**config.mk**
```make
export PLATFORM = sky130hd
export DESIGN_NAME = interrupt_priority_mask_table
export DESIGN_NICKNAME = d
export VERILOG_FILES = /design/src/iprm_pkg.sv /design/src/interrupt_priority_mask_table.sv /design/src/iprm_table.sv
export SDC_FILE = /design/constraint.sdc
export NUM_CORES = 1
export LEC_CHECK = 0
export ABC_AREA = 1
export BUFFER_PORTS_ARGS = -buffer_cell sky130_fd_sc_hd__buf_2
export CAP_MARGIN = 40
export CORE_ASPECT_RATIO = 0.5
export CORE_MARGIN = 2
export CORE_UTILIZATION = 42
export CTS_CLUSTER_SIZE = 16
export DETAILED_ROUTE_END_ITERATION = 7
export HOLD_SLACK_MARGIN = 0.02
export PLACE_DENSITY = 0.63
export SYNTH_ARGS = -nofsm -noshare
export SYNTH_HDL_FRONTEND = slang
export SYNTH_SLANG_ARGS = --single-unit
```
**constraint.sdc**
```tcl
create_clock -name clk -period 4.4 [get_ports clk]
set_input_delay 0.22 -clock clk [delete_from_list [all_inputs] [get_ports clk]]
set_output_delay 0.22 -clock clk [all_outputs]
set_load 0.03 [all_outputs]
```
**src/iprm_pkg.sv**
```systemverilog
`timescale 1ns / 1ps
`default_nettype none
// ----------------------------------------------------------------------------
// iprm_pkg
// Shared constants and types for the interrupt priority mask table.
// ----------------------------------------------------------------------------
package iprm_pkg;

  localparam int NUM_LEVELS   = 16;
  localparam int CASCADE_LINE = 2;

  localparam int LVL_W  = (NUM_LEVELS > 1) ? $clog2(NUM_LEVELS) : 1;
  localparam int IN_W   = 4;
  localparam int CMP_W  = ((LVL_W > IN_W) ? LVL_W : IN_W) + 1;
  localparam int WORD_W = 16;
  localparam int MASK_W = 8;

  // master half keeps the cascade line open
  localparam logic [WORD_W-1:0] RESET_WORD =
    16'hff00 | (16'h00ff & ~(16'd1 << CASCADE_LINE));

  localparam logic [1:0] CMD_ADD = 2'd0;
  localparam logic [1:0] CMD_DEL = 2'd1;

  typedef struct packed {
    logic              wr_en;
    logic [LVL_W-1:0]  wr_addr;
    logic [WORD_W-1:0] wr_data;
    logic [LVL_W-1:0]  rd_addr;
  } tbl_req_t;

endpackage : iprm_pkg
`default_nettype wire

```
**src/interrupt_priority_mask_table.sv**
```systemverilog
`timescale 1ns / 1ps
`default_nettype none
// ----------------------------------------------------------------------------
// interrupt_priority_mask_table
// Per-level master/slave interrupt masks with handler add/delete walks.
// ----------------------------------------------------------------------------
// Each beat on the input names a command, a line and a level. Add and delete
// beats walk the level table one entry per cycle through a single read/modify
// unit: an upward walk sets the line's bit until it finds it already set or
// reaches the top level, a downward walk clears it until it finds it already
// clear or reaches level 0. After the walks the masks of the named level are
// read and presented as one result beat (zero masks for a level beyond the
// table). An item passes through accept, the upward and downward walks that
// its command calls for, and the final read and capture of the named level;
// the capture waits while the output holds off. Input stall is high once a
// beat is accepted until the result is loaded into the output register. The
// table comes out of reset ready, with no clearing pass.
// ----------------------------------------------------------------------------
module interrupt_priority_mask_table (
  input  wire logic                          clk,
  input  wire logic                          rst,
  input  wire logic                          in_valid,
  output logic                               in_stall,
  input  wire logic [1:0]                    cmd,
  input  wire logic [3:0]                    irq_line,
  input  wire logic [3:0]                    level,
  input  wire logic [3:0]                    min_level,
  input  wire logic                          last_handler,
  output logic                               out_valid,
  input  wire logic                          out_stall,
  output logic [iprm_pkg::MASK_W-1:0]        master_mask,
  output logic [iprm_pkg::MASK_W-1:0]        slave_mask
);

  localparam logic [2:0] ST_IDLE    = 3'd0;
  localparam logic [2:0] ST_UP_RD   = 3'd1;
  localparam logic [2:0] ST_UP_CHK  = 3'd2;
  localparam logic [2:0] ST_DN_RD   = 3'd3;
  localparam logic [2:0] ST_DN_CHK  = 3'd4;
  localparam logic [2:0] ST_OUT_RD  = 3'd5;
  localparam logic [2:0] ST_OUT_CAP = 3'd6;

  localparam logic [iprm_pkg::LVL_W-1:0] LAST_IDX =
    iprm_pkg::LVL_W'(iprm_pkg::NUM_LEVELS - 1);
  localparam logic [iprm_pkg::CMP_W-1:0] NUM_LVL_C =
    iprm_pkg::CMP_W'(iprm_pkg::NUM_LEVELS);

  logic [2:0]                      state, state_next;
  logic [iprm_pkg::LVL_W-1:0]      idx, idx_next;
  logic [iprm_pkg::WORD_W-1:0]     bit_sel;
  logic                            do_down;
  logic [iprm_pkg::LVL_W-1:0]      down_start;
  logic [iprm_pkg::LVL_W-1:0]      rd_level;
  logic                            level_ok;

  iprm_pkg::tbl_req_t              tbl_req;
  logic [iprm_pkg::WORD_W-1:0]     rd_data;

  // decode of the incoming beat
  logic                            in_acc;
  logic [iprm_pkg::CMP_W-1:0]      lvl_ext, min_ext, min_m1;
  logic                            lvl_in;
  logic                            add_go, del_last, del_walk, up_go, dn_go;
  logic [iprm_pkg::LVL_W-1:0]      up_from, dn_from, min_sat;

  // shared read/modify unit
  logic                            hit;
  logic                            out_load;

  assign in_acc  = in_valid && !in_stall;
  assign in_stall = (state != ST_IDLE);

  always_comb begin
    lvl_ext  = iprm_pkg::CMP_W'(level);
    min_ext  = iprm_pkg::CMP_W'(min_level);
    min_m1   = min_ext - iprm_pkg::CMP_W'(1);
    lvl_in   = (lvl_ext < NUM_LVL_C);
    // downward walk start saturates at the top level
    min_sat  = (min_m1 >= NUM_LVL_C) ? LAST_IDX : iprm_pkg::LVL_W'(min_m1);
    add_go   = (cmd == iprm_pkg::CMD_ADD) && (level == min_level) && lvl_in;
    del_last = (cmd == iprm_pkg::CMD_DEL) && last_handler;
    del_walk = (cmd == iprm_pkg::CMD_DEL) && !last_handler && (level < min_level);
    up_go    = add_go || del_last;
    dn_go    = (add_go && (level != 4'd0)) || del_walk;
    up_from  = add_go ? iprm_pkg::LVL_W'(level) : '0;
    dn_from  = add_go ? iprm_pkg::LVL_W'(lvl_ext - iprm_pkg::CMP_W'(1)) : min_sat;
  end

  // bit test of the entry being walked
  assign hit = |(rd_data & bit_sel);
  assign out_load = !out_valid || !out_stall;

  always_comb begin
    state_next      = state;
    idx_next        = idx;
    tbl_req.wr_en   = 1'b0;
    tbl_req.wr_addr = idx;
    tbl_req.wr_data = rd_data;
    tbl_req.rd_addr = idx;
    case (state)
      ST_IDLE: begin
        if (in_acc) begin
          if (up_go) begin
            state_next = ST_UP_RD;
            idx_next   = up_from;
          end else if (dn_go) begin
            state_next = ST_DN_RD;
            idx_next   = dn_from;
          end else begin
            state_next = ST_OUT_RD;
          end
        end
      end
      ST_UP_RD: begin
        state_next = ST_UP_CHK;
      end
      ST_UP_CHK: begin
        // stop at the first level already masked, or after setting the top level
        if (hit) begin
          state_next = do_down ? ST_DN_RD : ST_OUT_RD;
          idx_next   = down_start;
        end else begin
          tbl_req.wr_en   = 1'b1;
          tbl_req.wr_data = rd_data | bit_sel;
          if (idx == LAST_IDX) begin
            state_next = do_down ? ST_DN_RD : ST_OUT_RD;
            idx_next   = down_start;
          end else begin
            idx_next        = idx + iprm_pkg::LVL_W'(1);
            tbl_req.rd_addr = idx + iprm_pkg::LVL_W'(1);
          end
        end
      end
      ST_DN_RD: begin
        state_next = ST_DN_CHK;
      end
      ST_DN_CHK: begin
        // stop at the first level already clear, or after clearing level 0
        if (!hit) begin
          state_next = ST_OUT_RD;
        end else begin
          tbl_req.wr_en   = 1'b1;
          tbl_req.wr_data = rd_data & ~bit_sel;
          if (idx == '0) begin
            state_next = ST_OUT_RD;
          end else begin
            idx_next        = idx - iprm_pkg::LVL_W'(1);
            tbl_req.rd_addr = idx - iprm_pkg::LVL_W'(1);
          end
        end
      end
      ST_OUT_RD: begin
        tbl_req.rd_addr = rd_level;
        state_next      = ST_OUT_CAP;
      end
      ST_OUT_CAP: begin
        // hold the read address so the data stays while the output drains
        tbl_req.rd_addr = rd_level;
        if (out_load) begin
          state_next = ST_IDLE;
        end
      end
      default: begin
        state_next = ST_IDLE;
      end
    endcase
  end

  iprm_table u_table (
    .clk     (clk),
    .rst     (rst),
    .req     (tbl_req),
    .rd_data (rd_data)
  );

  always_ff @(posedge clk) begin
    if (rst) begin
      state <= ST_IDLE;
    end else begin
      state <= state_next;
    end
  end

  // per-item context, loaded at accept
  always_ff @(posedge clk) begin
    idx <= idx_next;
    if (in_acc) begin
      bit_sel    <= iprm_pkg::WORD_W'(1) << irq_line;
      do_down    <= up_go && dn_go;
      down_start <= dn_from;
      rd_level   <= iprm_pkg::LVL_W'(level);
      level_ok   <= lvl_in;
    end
  end

  // output register, one result beat per item
  always_ff @(posedge clk) begin
    if (rst) begin
      out_valid <= 1'b0;
    end else if (state == ST_OUT_CAP && out_load) begin
      out_valid <= 1'b1;
    end else if (!out_stall) begin
      out_valid <= 1'b0;
    end
  end

  always_ff @(posedge clk) begin
    if (state == ST_OUT_CAP && out_load) begin
      master_mask <= level_ok ? rd_data[iprm_pkg::MASK_W-1:0] : '0;
      slave_mask  <= level_ok ? rd_data[iprm_pkg::WORD_W-1:iprm_pkg::MASK_W] : '0;
    end
  end

  // a new result only ever comes out of the capture state
  a_out_from_cap: assert property (@(posedge clk) disable iff (rst)
    (state != ST_OUT_CAP) |=> !$rose(out_valid))
    else $error("result beat raised outside capture");

  // table writes only happen in the walk check states
  a_wr_in_walk: assert property (@(posedge clk) disable iff (rst)
    tbl_req.wr_en |-> (state == ST_UP_CHK || state == ST_DN_CHK))
    else $error("table write outside a walk");

  // upward walk sets the line bit, downward walk clears it
  a_wr_bit: assert property (@(posedge clk) disable iff (rst)
    tbl_req.wr_en |-> ((state == ST_UP_CHK) == ((tbl_req.wr_data & bit_sel) != '0)))
    else $error("walk wrote the wrong bit value");

  // an accepted beat always leaves idle
  a_acc_busy: assert property (@(posedge clk) disable iff (rst)
    in_acc |=> (state != ST_IDLE))
    else $error("accepted beat did not start the sequencer");

endmodule : interrupt_priority_mask_table
`default_nettype wire

```
**src/iprm_table.sv**
```systemverilog
`timescale 1ns / 1ps
`default_nettype none
// ----------------------------------------------------------------------------
// iprm_table
// Per-level mask storage: one write and one registered read per cycle,
// entries never written since reset read as the reset word.
// ----------------------------------------------------------------------------
module iprm_table (
  input  wire logic                          clk,
  input  wire logic                          rst,
  input  wire iprm_pkg::tbl_req_t            req,
  output logic [iprm_pkg::WORD_W-1:0]        rd_data
);

  logic [iprm_pkg::WORD_W-1:0]     mem [iprm_pkg::NUM_LEVELS];
  logic [iprm_pkg::NUM_LEVELS-1:0] vld;

  always_ff @(posedge clk) begin
    if (req.wr_en) begin
      mem[req.wr_addr] <= req.wr_data;
    end
  end

  always_ff @(posedge clk) begin
    if (rst) begin
      vld <= '0;
    end else if (req.wr_en) begin
      vld[req.wr_addr] <= 1'b1;
    end
  end

  always_ff @(posedge clk) begin
    if (vld[req.rd_addr]) begin
      rd_data <= mem[req.rd_addr];
    end else begin
      rd_data <= iprm_pkg::RESET_WORD;
    end
  end

endmodule : iprm_table
`default_nettype wire
```
Yosys cells after proc, flatten, opt, wreduce, memory -nomap -nowiden
Memory sizes are Yosys's and may differ from the RTL's. A register that Yosys moved wholly into a read port is not among the register bits.
Cells that the tools add are included.

word-level totals
  register bits = 65
  RAM bits = 256
  input port bits = 19
  word-level logic and storage cells = 106
  memories kept = 1

operators by class
  add/subtract/negate cells = 4
  magnitude comparators = 5
  equality and inequality tests = 16
  shift operators = 1
  multiplexer cells = 37
  bitwise gates (word level) = 5
  reductions and logical operators = 27

memories
  memory       words  width  rd ports  clocked after memory_dff  write ports  RTL line          text
  u_table.mem  16     16     1         1                         1            iprm_table.sv:15  logic [iprm_pkg::WORD_W-1:0] mem [iprm_pkg::NUM_LEVELS];

operators by type and width
  operator                                                               number
  4-bit 2-to-1 mux                                                       11
  20-bit 2-to-1 mux                                                      2
  16-bit AND                                                             2
  16-bit OR                                                              2
  16-bit one-hot mux with 2 select lines                                 1
  3-bit 2-to-1 mux                                                       9
  4-bit one-hot mux with 3 select lines                                  2
  3-bit one-hot mux with 7 select lines                                  1
  16-bit NOT                                                             1
  16-bit OR reduction                                                    1
  1-bit by 4-bit << shifter with 16-bit output, first input constant     1
  4-bit by 5-bit < comparator with 1-bit output, second input constant   2
  3-bit equality test, second input constant                             3
  1-bit logical AND                                                      9
  3-bit inequality test, second input constant                           3
  1-bit 2-to-1 mux                                                       8
  4-bit AND reduction                                                    2
  4-bit by 1-bit subtractor with 4-bit output, second input constant     2
  3-bit by 2-bit equality test with 1-bit output, second input constant  2
  2-bit inequality test, second input constant                           3
  3-bit nonzero test                                                     2
  5-bit greater-or-equal comparator, second input constant               1
  1-bit zero test                                                        5
  4-bit by 1-bit subtractor with 5-bit output, second input constant     1
  other kinds (17)                                                       19

Longest topological paths before layout
Gate-level depths: netlist of the first run.

  word-level depth = 8
  depth in mapped cells = 18
  gate-level depth less buffers = 17

Cells and area by module
From an unflattened synthesis of the first run, not the netlist that was laid out.

unflattened totals
  cells, all modules = 1418
  area total of the unflattened synthesis = 14689.1 um^2

by module, submodules not included
  module                         times used  cells each  area an instance (um^2)
  iprm_table                     1           1048        11686.2
  interrupt_priority_mask_table  1           370         3002.9

Worst setup path after synthesis of the first run
OpenSTA, ideal clock, no wires.

  kind = register to register
  start = register bit_sel[14] (netlist bit)
  end = memory u_table.mem[3][0] (netlist bit) (enable)
  setup time = 0.412 ns
  arrival time = 2.586 ns
  slack = 1.402 ns
  stages on the path, launching flop included = 11
  path buffers = 1
  cell sequence = edfxtp_1 nand2_1 nand2_1 nor2_1 nand2_1 nor2_4 buf_6 inv_1 nor2_1 nor2_1 nor3_1

between the ends
  longest elaborated chain between the ends = 6
  elaborated cells on any way between the ends = 7
  classes of those cells = 5 x mux; 1 x bitwise; 1 x reduce/logical

ends and longest elaborated chain
  what                                      RTL line                                                                    text
  start: declaration                        interrupt_priority_mask_table.sv:50                                         logic [iprm_pkg::WORD_W-1:0] bit_sel;
  start signal: assignment                  interrupt_priority_mask_table.sv:188                                        bit_sel <= iprm_pkg::WORD_W'(1) << irq_line;
  16-bit AND *                              interrupt_priority_mask_table.sv:90                                         assign hit = |(rd_data & bit_sel);
  16-bit OR reduction *                     interrupt_priority_mask_table.sv:90
  1-bit 2-to-1 mux (on tied branches)       interrupt_priority_mask_table.sv:139, interrupt_priority_mask_table.sv:119
  1-bit one-hot mux with 2 select lines *   interrupt_priority_mask_table.sv:100                                        case (state)
  1-bit 2-to-1 mux *                        iprm_table.sv:19                                                            if (req.wr_en) begin
  1-bit 2-to-1 mux (implied by the code) *  iprm_table.sv:20                                                            mem[req.wr_addr] <= req.wr_data;
  end: declaration                          iprm_table.sv:15

Every way passes the cells marked *; elsewhere a longest branch is shown, timed or not.

Final worst setup path of the first run
  start = register bit_sel[11] (netlist bit)
  end = register u_table.rd_data[3] (netlist bit) (read register of u_table.mem)

between the ends
  longest elaborated chain between the ends = 7
  elaborated cells on any way between the ends = 8
  classes of those cells = 5 x mux; 1 x bitwise; 2 x reduce/logical

ends and longest elaborated chain
  what                                       RTL line                                                                    text
  16-bit AND *                               interrupt_priority_mask_table.sv:90
  16-bit OR reduction *                      interrupt_priority_mask_table.sv:90
  20-bit 2-to-1 mux (on tied branches)       interrupt_priority_mask_table.sv:139, interrupt_priority_mask_table.sv:119
  4-bit one-hot mux with 3 select lines *    interrupt_priority_mask_table.sv:100
  1-bit binary-select mux with 4-bit select  iprm_table.sv:33                                                            if (vld[req.rd_addr]) begin
  1-bit 2-to-1 mux (implied by the code)     iprm_table.sv:33
  1-bit zero test (no line)                  -
  end: declaration                           iprm_table.sv:12                                                            output logic [iprm_pkg::WORD_W-1:0] rd_data

Every way passes the cells marked *; elsewhere a longest branch is shown, timed or not. The select of a mux whose other input is x is not followed.
A chain may end at the register's enable or synchronous reset.

==> summary.txt, run 1 <==
Clocking
  – Clk pin slew, worst setup/hold paths: approximately 0.060 ns
  – CTS buffer count: 31
  – CTS max path bufs: 3
  – H-tree lvl count: 1
  – Setup bufs post-CTS: 0
  – CTS tree: yes
  – Root buf cell: clkbuf_16
  – Clock sink total: 337
  – Skew-Pair Late Insertion Delay: 0.57 ns

Route
  – Drt total wl: 36900 um
  – First drt pass iteration count: 6
  – Avg Vias per Cell: 5.31
  – Via Count: approximately 10000
  – DRC Markers: 0
  – Drt first-iter violations: 1140
  – ANT nets after route: 0
  – Routed length per placed instance: around 20 um

Logic synthesis
  – Synth warn: 0
  – Mean Syn Cell Area: 11.0 um^2
  – Post-synthesis sequential area ratio: 0.663
  – Cells after Synth: 1338
  – Primary FF master, synth: edfxtp_1
  – Leading area contributor after synthesis: edfxtp_1
  – Synth area leaders: edfxtp_1 61%, nand2_1 5.9%, nand3_1 5.5%
  – Synth cell count leaders: 301 x edfxtp_1, 231 x nand2_1, 200 x inv_1, 162 x nand3_1, 95 x o211ai_1
  – Yosys top cell area share: 0.614
  – EDFF count, synth: between 300 and 400
  – Post-synth cell types: between 40 and 50
  – Most instantiated library cell after synthesis: edfxtp_1
  – Post-synthesis sequential element count: 337
  – Synthesized area: roughly 15000 um^2
  – Net count after synthesis: roughly 1400
  – Post-synth ARST share: 0

Timing
  – Tmin final: 3.70 ns
  – Final Hold Vio Count: 0
  – Actual slew at the worst max-slew pin: 1.04 ns
  – Worst slew margin: 0.305
  – Unrepaired setup endpoints after global routing: no
  – Period utilisation layout: 0.842
  – Finish-stage setup viols: 0
  – Slew Limit Fails: 0
  – Max Freq: 270 MHz
  – Clk_skew: 0.0114 ns
  – Setup TNS: 0 ns

Setup path
  – CP Capture Type: flop
  – Cell depth of the worst flop-to-flop path: 15
  – Critical path class: reg2reg
  – Crit path required time: just under 5 ns
  – Reg-to-Reg End: u_table.rd_data[3]
  – R2r setup slk: 0.70 ns
  – CP startpoint kind: flop
  – RR Startpoint: bit_sel[11]
  – Critical Path Fanout Max: between 200 and 250
  – Crit path DAT: 4.14 ns

Power
  – PwrDens: 752 nW/um^2
  – Leak: 6.27 nW
  – Max VDD drop: 0.862 mV

Floorplan
  – FP Rows: between 40 and 50
  – Core ar.: 34500 um^2
  – Die X: 269 um
  – Starting Density: 0.427
  – Die area: about 37000 um^2
  – Top Ports: 37
  – Die Height: roughly 140 um

Global route
  – GR Util All Layers: 0.204
  – Antenna violations before repair: 0
  – Largest net degree at the start of global routing: 227
  – Overflow after GRT: 0
  – First-pass GRT wire length: around 56000 um
  – Vias in the first global route: 9577

Placed design
  – Dpl cells: 1820
  – Port Buf Inserts: 36
  – RD Place Congestion: 0.916
  – Detail Placement HPWL: between 20000 and 25000 um

Min path
  – Launch point of the worst hold path: in_valid
  – Classification of the worst-slack hold path: in2reg
  – Worst Hold Depth: 5
  – Hold endpoint: state[2]

Final layout
  – ANT cells: 0
  – Area grow syn2layout: 12.4%
  – Nets: ~1400
  – Fraction of layout cells with a size suffix above 1: 0.117
  – Post-Layout Cell Count: 1885

Run status
  – Status: complete, no violations

Run
  – Maxcap violations: 0
worst max-delay path, stage by stage, from the launching register on:
cell and delay, ns:
edfxtp_1 0.42, nand2_1 0.09, nand2_1 0.05, nor2_1 0.14
nand2_1 0.16, nor2_4 0.34, nand2_2 0.13, nand2_1 0.11
nand2_2 0.23, nand3_4 0.36, buf_12 0.57, nand2_1 0.15
o211ai_1 0.14, nand3_1 0.14, nand3_1 0.19, nand3_1 0.11
how the worst max path moves through the flow:
stage	start	to	slack (ns)	cells after the start
3_3_place_gp	bit_sel[11]	u_table.rd_data[10]	0.88	15
6_report	bit_sel[11]	u_table.rd_data[3]	0.70	15
4_1_cts	bit_sel[11]	u_table.rd_data[3]	0.81	15
2_1_floorplan	bit_sel[14]	u_table.mem[3][0]	1.40	10
5_1_grt	bit_sel[11]	u_table.rd_data[3]	0.46	15
3_5_place_dp	bit_sel[11]	u_table.rd_data[3]	0.83	15
metrics by stage:
stage	hold slack (ns)	setup WS [ns]	utilization	total power [W]	cell area, um^2
5_1_grt	0.0728	0.459	0.480	0.0132	16500
4_1_cts	0.0590	0.812	0.480	0.0124	16500
3_3_place_gp	0.430	0.882	0.448	0.00967	15500
2_1_floorplan	0.319	1.40	-	0.00842	14700
6_report	0.0720	0.696	0.480	0.0124	16500
3_5_place_dp	0.438	0.827	0.448	0.00976	15500
sequential cells by signal, summed over array words and instances (netlist names):
name	count
bit_sel	16
do_down	1
down_start	4
idx	4
master_mask	8
out_valid	1
rd_level	4
slave_mask	8
state	3
u_table.mem	256
u_table.rd_data	16
u_table.vld	16
layer usage:
metal	routed length [um]	share of wire	GRT usage
met4	840	0.023	0.0540
met2	16600	0.45	0.317
met1	16600	0.45	0.298
met3	2800	0.076	0.0322
met5	0	0	0
cell usage in the layout, fill, tap and decap left out, types with 2 or more instances in the layout:
master         instances
edfxtp_1             301
nand2_1              231
inv_1                200
nand3_1              161
o211ai_1              95
nor2_1                73
o21ai_0               54
buf_2                 36
dfxtp_1               36
buf_4                 33
clkbuf_16             31
nor2_2                17
nand4_1               17
a22o_1                12
a21oi_1               11
ha_1                  10
clkbuf_8              10
inv_2                  7
nand2_2                7
dlygate4sd3_1          7
nor2_4                 5
clkinv_1               5
clkbuf_1               5
clkinv_2               5
buf_12                 4
nor3_2                 3
a22oi_1                3
o311ai_0               3
xor2_1                 3
nor3_1                 3
a31oi_1                2
o21a_1                 2
nand3_2                2
a211oi_1               2
nor4_1                 2
kinds of logic after synthesis:
kind of cell,share of synthesized area
AO/OA/AOI/OAI,0.0878
adder cells (fa/ha/maj),0.00850
flip-flops,0.663
XOR/XNOR,0.00178
multiplexers,0.000680
buffers and inverters,0.0820
AND/OR/NAND/NOR,0.156
timing repair:
item / CTS / global route
endpoints found under the hold margin: 9 / 0
setup endpoints to repair: 0 / 0
gates resized for setup: 0 / 0
hold buffers: 7 / 0
layout make-up:
type / count / area [um^2]
Fill cell: 3089 / 17900
Sequential cell: 337 / 9760
Multi-Input combinational cell: 727 / 3810
Clock buffer: 46 / 932
Inverter: 208 / 781
Tap cell: 475 / 594
Timing Repair Buffer: 80 / 578
Clock inverter: 12 / 86.3
report_power, final:
part | switching, W | leakage (nW) | internal [W] | total [W]
sequential | 0.000180 | 2.98 | 0.00419 | 0.00437
clock | 0.00115 | 0.504 | 0.00152 | 0.00267
combinational | 0.00388 | 2.79 | 0.00152 | 0.00541
Note: power is estimated with default switching activity, not from simulation.
==> run 2, diff against run 1 <==
--- a/config.mk
+++ b/config.mk
@@ -5,7 +5,7 @@
 export SDC_FILE = /design/constraint.sdc
 export NUM_CORES = 1
 export LEC_CHECK = 0
-export ABC_AREA = 1
+export ABC_AREA = 0
 export BUFFER_PORTS_ARGS = -buffer_cell sky130_fd_sc_hd__buf_2
 export CAP_MARGIN = 40
 export CORE_ASPECT_RATIO = 0.5
==> constraint.sdc (replaced) <==
create_clock -name clk -period 3.85 [get_ports clk]
set_input_delay 0.1925 -clock clk [delete_from_list [all_inputs] [get_ports clk]]
set_output_delay 0.1925 -clock clk [all_outputs]
set_load 0.03 [all_outputs]
==> run 2 against run 1 <==
Effect of this change:
- sequential share of layout area rose by 0.69 points
- synthesized area fell by 3.4%
- die area fell by 3.3%
- sequential power rose by 8.0%
- non-clock buffer count rose by 37
- critical path depth fell by 4
- worst setup slack got worse by 0.64 ns
- design area fell by 1.2%
==> summary.txt, run 2 <==
Setup path
  – Critical Path Fanout Max: 16
  – CP startpoint kind: flop
  – Critical path's top delay family: simple AND/OR/NAND/NOR gates
  – Worst path slowest cell: mux4_2
  – CP most frequent cell: mux4_2
  – CP max stage delay: 0.51 ns
  – Crit path DAT: 4.26 ns
  – Crit path required time: 4.31 ns
  – Critical path class: reg2reg
  – Crit path buffers/inverters: 2
  – CP Cell Sequence: a22oi_1, nand2_1, nor4_4, buf_4, nor3_1, o32ai_1, nand2_2, mux4_2, mux4_2, buf_12, nand4_1
  – CP Capture Type: flop

Placed design
  – Detail Placement HPWL: between 20000 and 25000 um
  – RD Place Congestion: 0.885
  – Port Buf Inserts: 36

Final layout
  – Commonest non-fill, non-tap cells in the layout: 301 x edfxtp_1, 79 x nand2_1, 67 x nor2_1, 60 x buf_4, 51 x and3_1
  – Register bank with the most flops: u_table.mem
  – Fraction of layout cells with a size suffix above 1: 0.165
  – Nets: ~1100
  – Commonest non-fill, non-tap cell in the layout: edfxtp_1
  – Area grow syn2layout: 15.0%
  – ANT cells: 0
  – Max reg flops: approximately 260

Power
  – Max VDD drop: 0.453 mV
  – P_sw: 0.00575 W
  – Clock power frac: 0.206
  – Leak: 5.44 nW
  – Power Internal: 0.00862 W
  – Sw frac: 0.400
  – Sequential share of power: 0.329
  – Comb power frac: 0.465
  – Total power: 0.0144 W
  – PwrDens: 879 nW/um^2

Clocking
  – H-tree lvl count: 1
  – CTS buffer count: 31
  – Root buf cell: clkbuf_16
  – CTS tree: yes
  – Clock sink total: roughly 340
  – Skew-Pair Late Insertion Delay: 0.58 ns
  – CTS max path bufs: 3
  – Clk pin slew, worst setup/hold paths: 0.07 ns

Timing
  – Setup TNS: 0 ns
  – Tmin final: 3.80 ns
  – Final Hold Vio Count: 0
  – Finish-stage setup viols: 0
  – Slew Limit Fails: 0
  – Actual slew at the worst max-slew pin: 0.858 ns
  – Worst slew margin: 0.428
  – Max Freq: 263 MHz
  – Unrepaired setup endpoints after global routing: no
  – Clk_skew: 0.0199 ns
  – Period utilisation layout: 0.986

Global route
  – Antenna violations before repair: 1
  – Largest net degree at the start of global routing: between 50 and 60
  – GR Util All Layers: 0.213
  – Overflow after GRT: 0
  – First-pass GRT wire length: 57700 um
  – Vias in the first global route: 9269

Route
  – Drt total wl: roughly 38000 um
  – Routed length per placed instance: 24.0 um
  – ANT nets after route: 0
  – Drt first-iter violations: between 1000 and 1500
  – Via Count: 9569
  – First drt pass iteration count: 6
  – Avg Vias per Cell: 6.08
  – DRC Markers: 0

Floorplan
  – Top Ports: 37
  – Die X: 264 um
  – Die area: 35400 um^2
  – Die Height: 134 um
  – FP Rows: 47
  – Starting Density: 0.428
  – Core ar.: 33200 um^2

Run
  – Maxcap violations: 0

Logic synthesis
  – Synth cell count leaders: 301 x edfxtp_1, 81 x nand2_1, 69 x nor2_1, 56 x clkbuf_1, 51 x and3_1
  – Post-synth cell types: 70
  – Synth Area in XOR/XNOR: 0.00308
  – Post-synthesis sequential element count: 337
  – Mux contribution to synthesized area: 0.0240
  – Main combinational cell family by area after synthesis: compound AO/OA/AOI/OAI gates
  – Leading area contributor after synthesis: edfxtp_1
  – EDFF count, synth: 301
  – Most instantiated library cell after synthesis: edfxtp_1
  – Synth warn: 0
  – Post-synthesis sequential area ratio: 0.686
  – Synthesized area: 14200 um^2
  – Synth area leaders: edfxtp_1 64%, dfxtp_1 5.1%, and3_1 2.2%
  – Primary FF master, synth: edfxtp_1
  – Net count after synthesis: roughly 1100
  – Yosys top cell area share: 0.636
  – Post-synth ARST share: 0
  – Complex-gate fraction of the synthesized area: 0.139
  – Synthesized-area fraction occupied by adder cells: 0.00880
  – Synth Area in Simple Gates: 0.114
  – Cells after Synth: 1031
  – Mean Syn Cell Area: 13.8 um^2

Run status
  – Status: complete, no violations

Min path
  – Classification of the worst-slack hold path: in2reg
## run 2: changes by cell type in the layout (fill, tap and decap cells not counted), sizes merged, moves of 19 or more
| cell | change |
|---|---|
| a211oi | +31 |
| and2 | +33 |
| and3 | +51 |
| buf | +31 |
| inv | -196 |
| nand2 | -157 |
| nand3 | -138 |
| nor2 | -25 |
| o211ai | -93 |
| o221ai | +19 |
## run 2: logic make-up (layout without fill, tap and decap cells)
kind of cell / count (synthesis) / count (layout)
fa+ha+maj: 10 / 10
flops: 337 / 337
mux: 26 / 26
buf+inv: 85 / 186
xor+xnor: 5 / 5
compound gates: 251 / 251
simple gates: 317 / 317
## run 2: metrics by stage
| stage | setup slack, ns | utilization | instance area [um^2] | cells | hold WS (ns) |
|---|---|---|---|---|---|
| after floorplan | 0.564 | - | 14200 | 1031 | 0.291 |
| after global placement | 0.150 | 0.457 | 15200 | 1497 | 0.434 |
| after detailed placement | 0.0858 | 0.458 | 15200 | 1501 | 0.444 |
| after CTS | 0.00586 | 0.491 | 16300 | 1572 | 0.0306 |
| after global routing | 0.0259 | 0.492 | 16400 | 1573 | 0.0617 |
| final | 0.0542 | 0.492 | 16400 | 1573 | 0.0559 |
## run 2: layout make-up
| cell class | instances | area (um^2) |
|---|---|---|
| fillers | 2818 | 16900 |
| flip-flops and latches | 337 | 9760 |
| multi-input cells | 609 | 4140 |
| repair buffers | 117 | 902 |
| clock buffers | 40 | 830 |
| well taps | 441 | 552 |
| clock inverters | 18 | 133 |
| inverters | 11 | 41.3 |
## run 2: worst paths after layout
check,slack [ns],cells after the start,end,from
setup reg to reg,0.05,11,u_table.rd_data[5],bit_sel[5]
setup / recovery,0.05,11,u_table.rd_data[5],bit_sel[5]
hold reg to reg,0.47,2,u_table.vld[11],u_table.vld[11]
hold / removal,0.06,3,down_start[2],min_level[2]
## run 2: tightest hold or removal path, delay by kind of cell
family | cells | cell delay [ns]
buffers and inverters | 1 | 0.09
muxes | 1 | 0.13
xor gates and xnor gates | 1 | 0.08
## run 2: repair_timing
| action | CTS | global route |
|---|---|---|
| gates resized for setup | 0 | 4 |
| setup endpoints to repair | 0 | 9 |
| hold buffers | 13 | 0 |
| endpoints found under the hold margin | 30 | 0 |
| setup buffers | 0 | 1 |
## run 2: routing by layer
metal,track usage,wire (um)
met1,0.324,17100
met2,0.323,16800
met3,0.0369,3390
met4,0.0429,520
met5,0,11
## run 2: power by group through the flow
stage	clock [W]	sequential [W]	combinational [W]
finish	0.00297	0.00472	0.00668
global route	0.00314	0.00475	0.00717
CTS	0.00300	0.00472	0.00659
detailed placement	0	0.00479	0.00655
global placement	0	0.00478	0.00636
floorplan	0	0.00474	0.00425
==> run 3, diff against run 2 <==
--- a/config.mk
+++ b/config.mk
@@ -13,7 +13,7 @@
 export CORE_UTILIZATION = 42
 export CTS_CLUSTER_SIZE = 16
 export DETAILED_ROUTE_END_ITERATION = 7
-export HOLD_SLACK_MARGIN = 0.02
+export HOLD_SLACK_MARGIN = 0.06
 export PLACE_DENSITY = 0.63
 export SYNTH_ARGS = -nofsm -noshare
 export SYNTH_HDL_FRONTEND = slang
==> run 3 against run 2 <==
Effect of this change:
- sequential power about the same
- via count rose by 0.13%
- combinational power about the same
- hold slack better by 0.11 ns
- clock power about the same
- register-to-register slack better by 0.04 ns
- first-iteration DRC count down 2.7%
- power grew 0.16%
- sequential share of layout area barely moved
- critical endpoint is now u_table.rd_data[9]
==> summary.txt, run 3 (synthesis results as in run 2) <==
Timing
  – Period utilisation layout: 0.976
  – Actual slew at the worst max-slew pin: 0.877 ns
  – Setup TNS: 0 ns
  – Final Hold Vio Count: 0
  – Max Freq: 266 MHz
  – Tmin final: 3.76 ns
  – Unrepaired setup endpoints after global routing: no
  – Finish-stage setup viols: 0
  – Worst slew margin: 0.415
  – Slew Limit Fails: 0
  – Clk_skew: 0.0178 ns
  – Hold slack: 0.165 ns
  – Final worst setup slack: around 0.093 ns

Global route
  – First-pass GRT wire length: 57700 um
  – Vias in the first global route: 9272
  – GR Util All Layers: 0.213
  – Overflow after GRT: 0
  – Antenna violations before repair: 1
  – Largest net degree at the start of global routing: 53

Floorplan
  – Die X: 264 um
  – Starting Density: 0.428
  – Die area: 35400 um^2
  – Core ar.: 33200 um^2
  – FP Rows: 47
  – Die Height: between 100 and 150 um
  – Top Ports: 37

Setup path
  – Critical Path Fanout Max: 24
  – Critical path class: reg2reg
  – Worst path slowest cell: nor4_4
  – Crit path required time: 4.21 ns
  – CP Cell Sequence: a22oi_1, nand2_1, nor4_4, buf_4, mux2i_2, nand2_1, nor2_4, buf_12, mux2_2, o221ai_1, nand4_1
  – CP startpoint kind: flop
  – CP Capture Type: flop
  – CP most frequent cell: nand2_1
  – Crit path DAT: 4.12 ns
  – CP max stage delay: about 0.45 ns

Placed design
  – Port Buf Inserts: 36
  – RD Place Congestion: 0.885
  – Detail Placement HPWL: 24500 um
  – DP Worst Slack: ~0.086 ns

Min path
  – Classification of the worst-slack hold path: in2reg

Route
  – Avg Vias per Cell: a little over 6
  – DRC Markers: 0
  – Via Count: between 9000 and 10000
  – Routed length per placed instance: roughly 24 um
  – Drt total wl: 37900 um
  – Drt first-iter violations: 1227
  – ANT nets after route: 0
  – First drt pass iteration count: 6

Final layout
  – Register bank with the most flops: u_table.mem
  – Commonest non-fill, non-tap cell in the layout: edfxtp_1
  – Max reg flops: 256
  – ANT cells: 0
  – # fillers: 2817
  – Area grow syn2layout: 15.1%
  – Fin util: 0.493
  – Fraction of layout cells with a size suffix above 1: 0.165
  – Nets: 1137
  – Commonest non-fill, non-tap cells in the layout: 301 x edfxtp_1, 79 x nand2_1, 67 x nor2_1, 60 x buf_4, 51 x and3_1

Power
  – PwrDens: roughly 880 nW/um^2
  – Leak: around 5.4 nW
  – Total power: roughly 0.014 W
  – Max VDD drop: ~0.45 mV

Run
  – Maxcap violations: 0

Run status
  – Status: complete, no violations

Clocking
  – CTS tree: yes
  – H-tree lvl count: 1
  – Skew-Pair Late Insertion Delay: 0.59 ns
  – Clock sink total: between 300 and 400
  – CTS max path bufs: 3
  – Root buf cell: clkbuf_16
  – CTS buffer count: 31
  – Clk pin slew, worst setup/hold paths: 0.07 ns
-- run 3: cell count changes in the layout (fill, tap and decap cells not counted) --
cell	before	now
dlygate4sd3_1	13	14
-- run 3: stage by stage --
stage / instance area (um^2) / instances
2_1_floorplan: 14200 / 1031
3_3_place_gp: 15200 / 1497
3_5_place_dp: 15200 / 1501
4_1_cts: 16300 / 1573
5_1_grt: 16400 / 1574
6_report: 16400 / 1574
-- run 3: final timing paths --
kind                         to  slack (ns)  cells past startpoint       startpoint
max          u_table.rd_data[9]        0.09                     11       bit_sel[5]
max reg2reg  u_table.rd_data[9]        0.09                     11       bit_sel[5]
min reg2reg     u_table.vld[11]        0.47                      2  u_table.vld[11]
min               down_start[3]        0.17                      4     min_level[3]
-- run 3: worst max-delay path: cells and delay by family (launching register included) --
kind | cells | cell delay [ns]
simple gates | 5 | 1.40
compound gates | 2 | 0.51
flops | 1 | 0.42
mux | 2 | 0.70
buf+inv | 2 | 0.48
-- run 3: repair_timing --
action,in CTS,in global routing
hold buffers,14,0
setup endpoints to repair,0,9
setup buffers,0,1
hold endpoints to repair,31,0
resized for setup,0,4
-- run 3: power by group --
group | total (W) | switching [W] | internal [W] | leakage [nW]
sequential | 0.00472 | 0.000161 | 0.00456 | 2.89
combinational | 0.00670 | 0.00429 | 0.00241 | 2.08
clock | 0.00297 | 0.00133 | 0.00164 | 0.475
total | 0.0144 | 0.00577 | 0.00862 | 5.45
-- run 3: routing by layer --
metal	vias up	global-route usage	part of all wire
met5	-	0	0.00029
met4	2	0.0429	0.015
met3	45	0.0369	0.088
met2	445	0.323	0.44
met1	4841	0.324	0.46
li1	4248	-	-
-- run 3: cell type report --
| class | count | area, um^2 | area share |
|---|---|---|---|
| Multi-Input combinational cell | 609 | 4140 | 0.253 |
| Clock buffer | 40 | 830 | 0.0507 |
| Clock inverter | 18 | 133 | 0.00810 |
| Inverter | 11 | 41.3 | 0.00252 |
| Sequential cell | 337 | 9760 | 0.596 |
| Tap cell | 441 | 552 | 0.0337 |
| Timing Repair Buffer | 118 | 912 | 0.0557 |
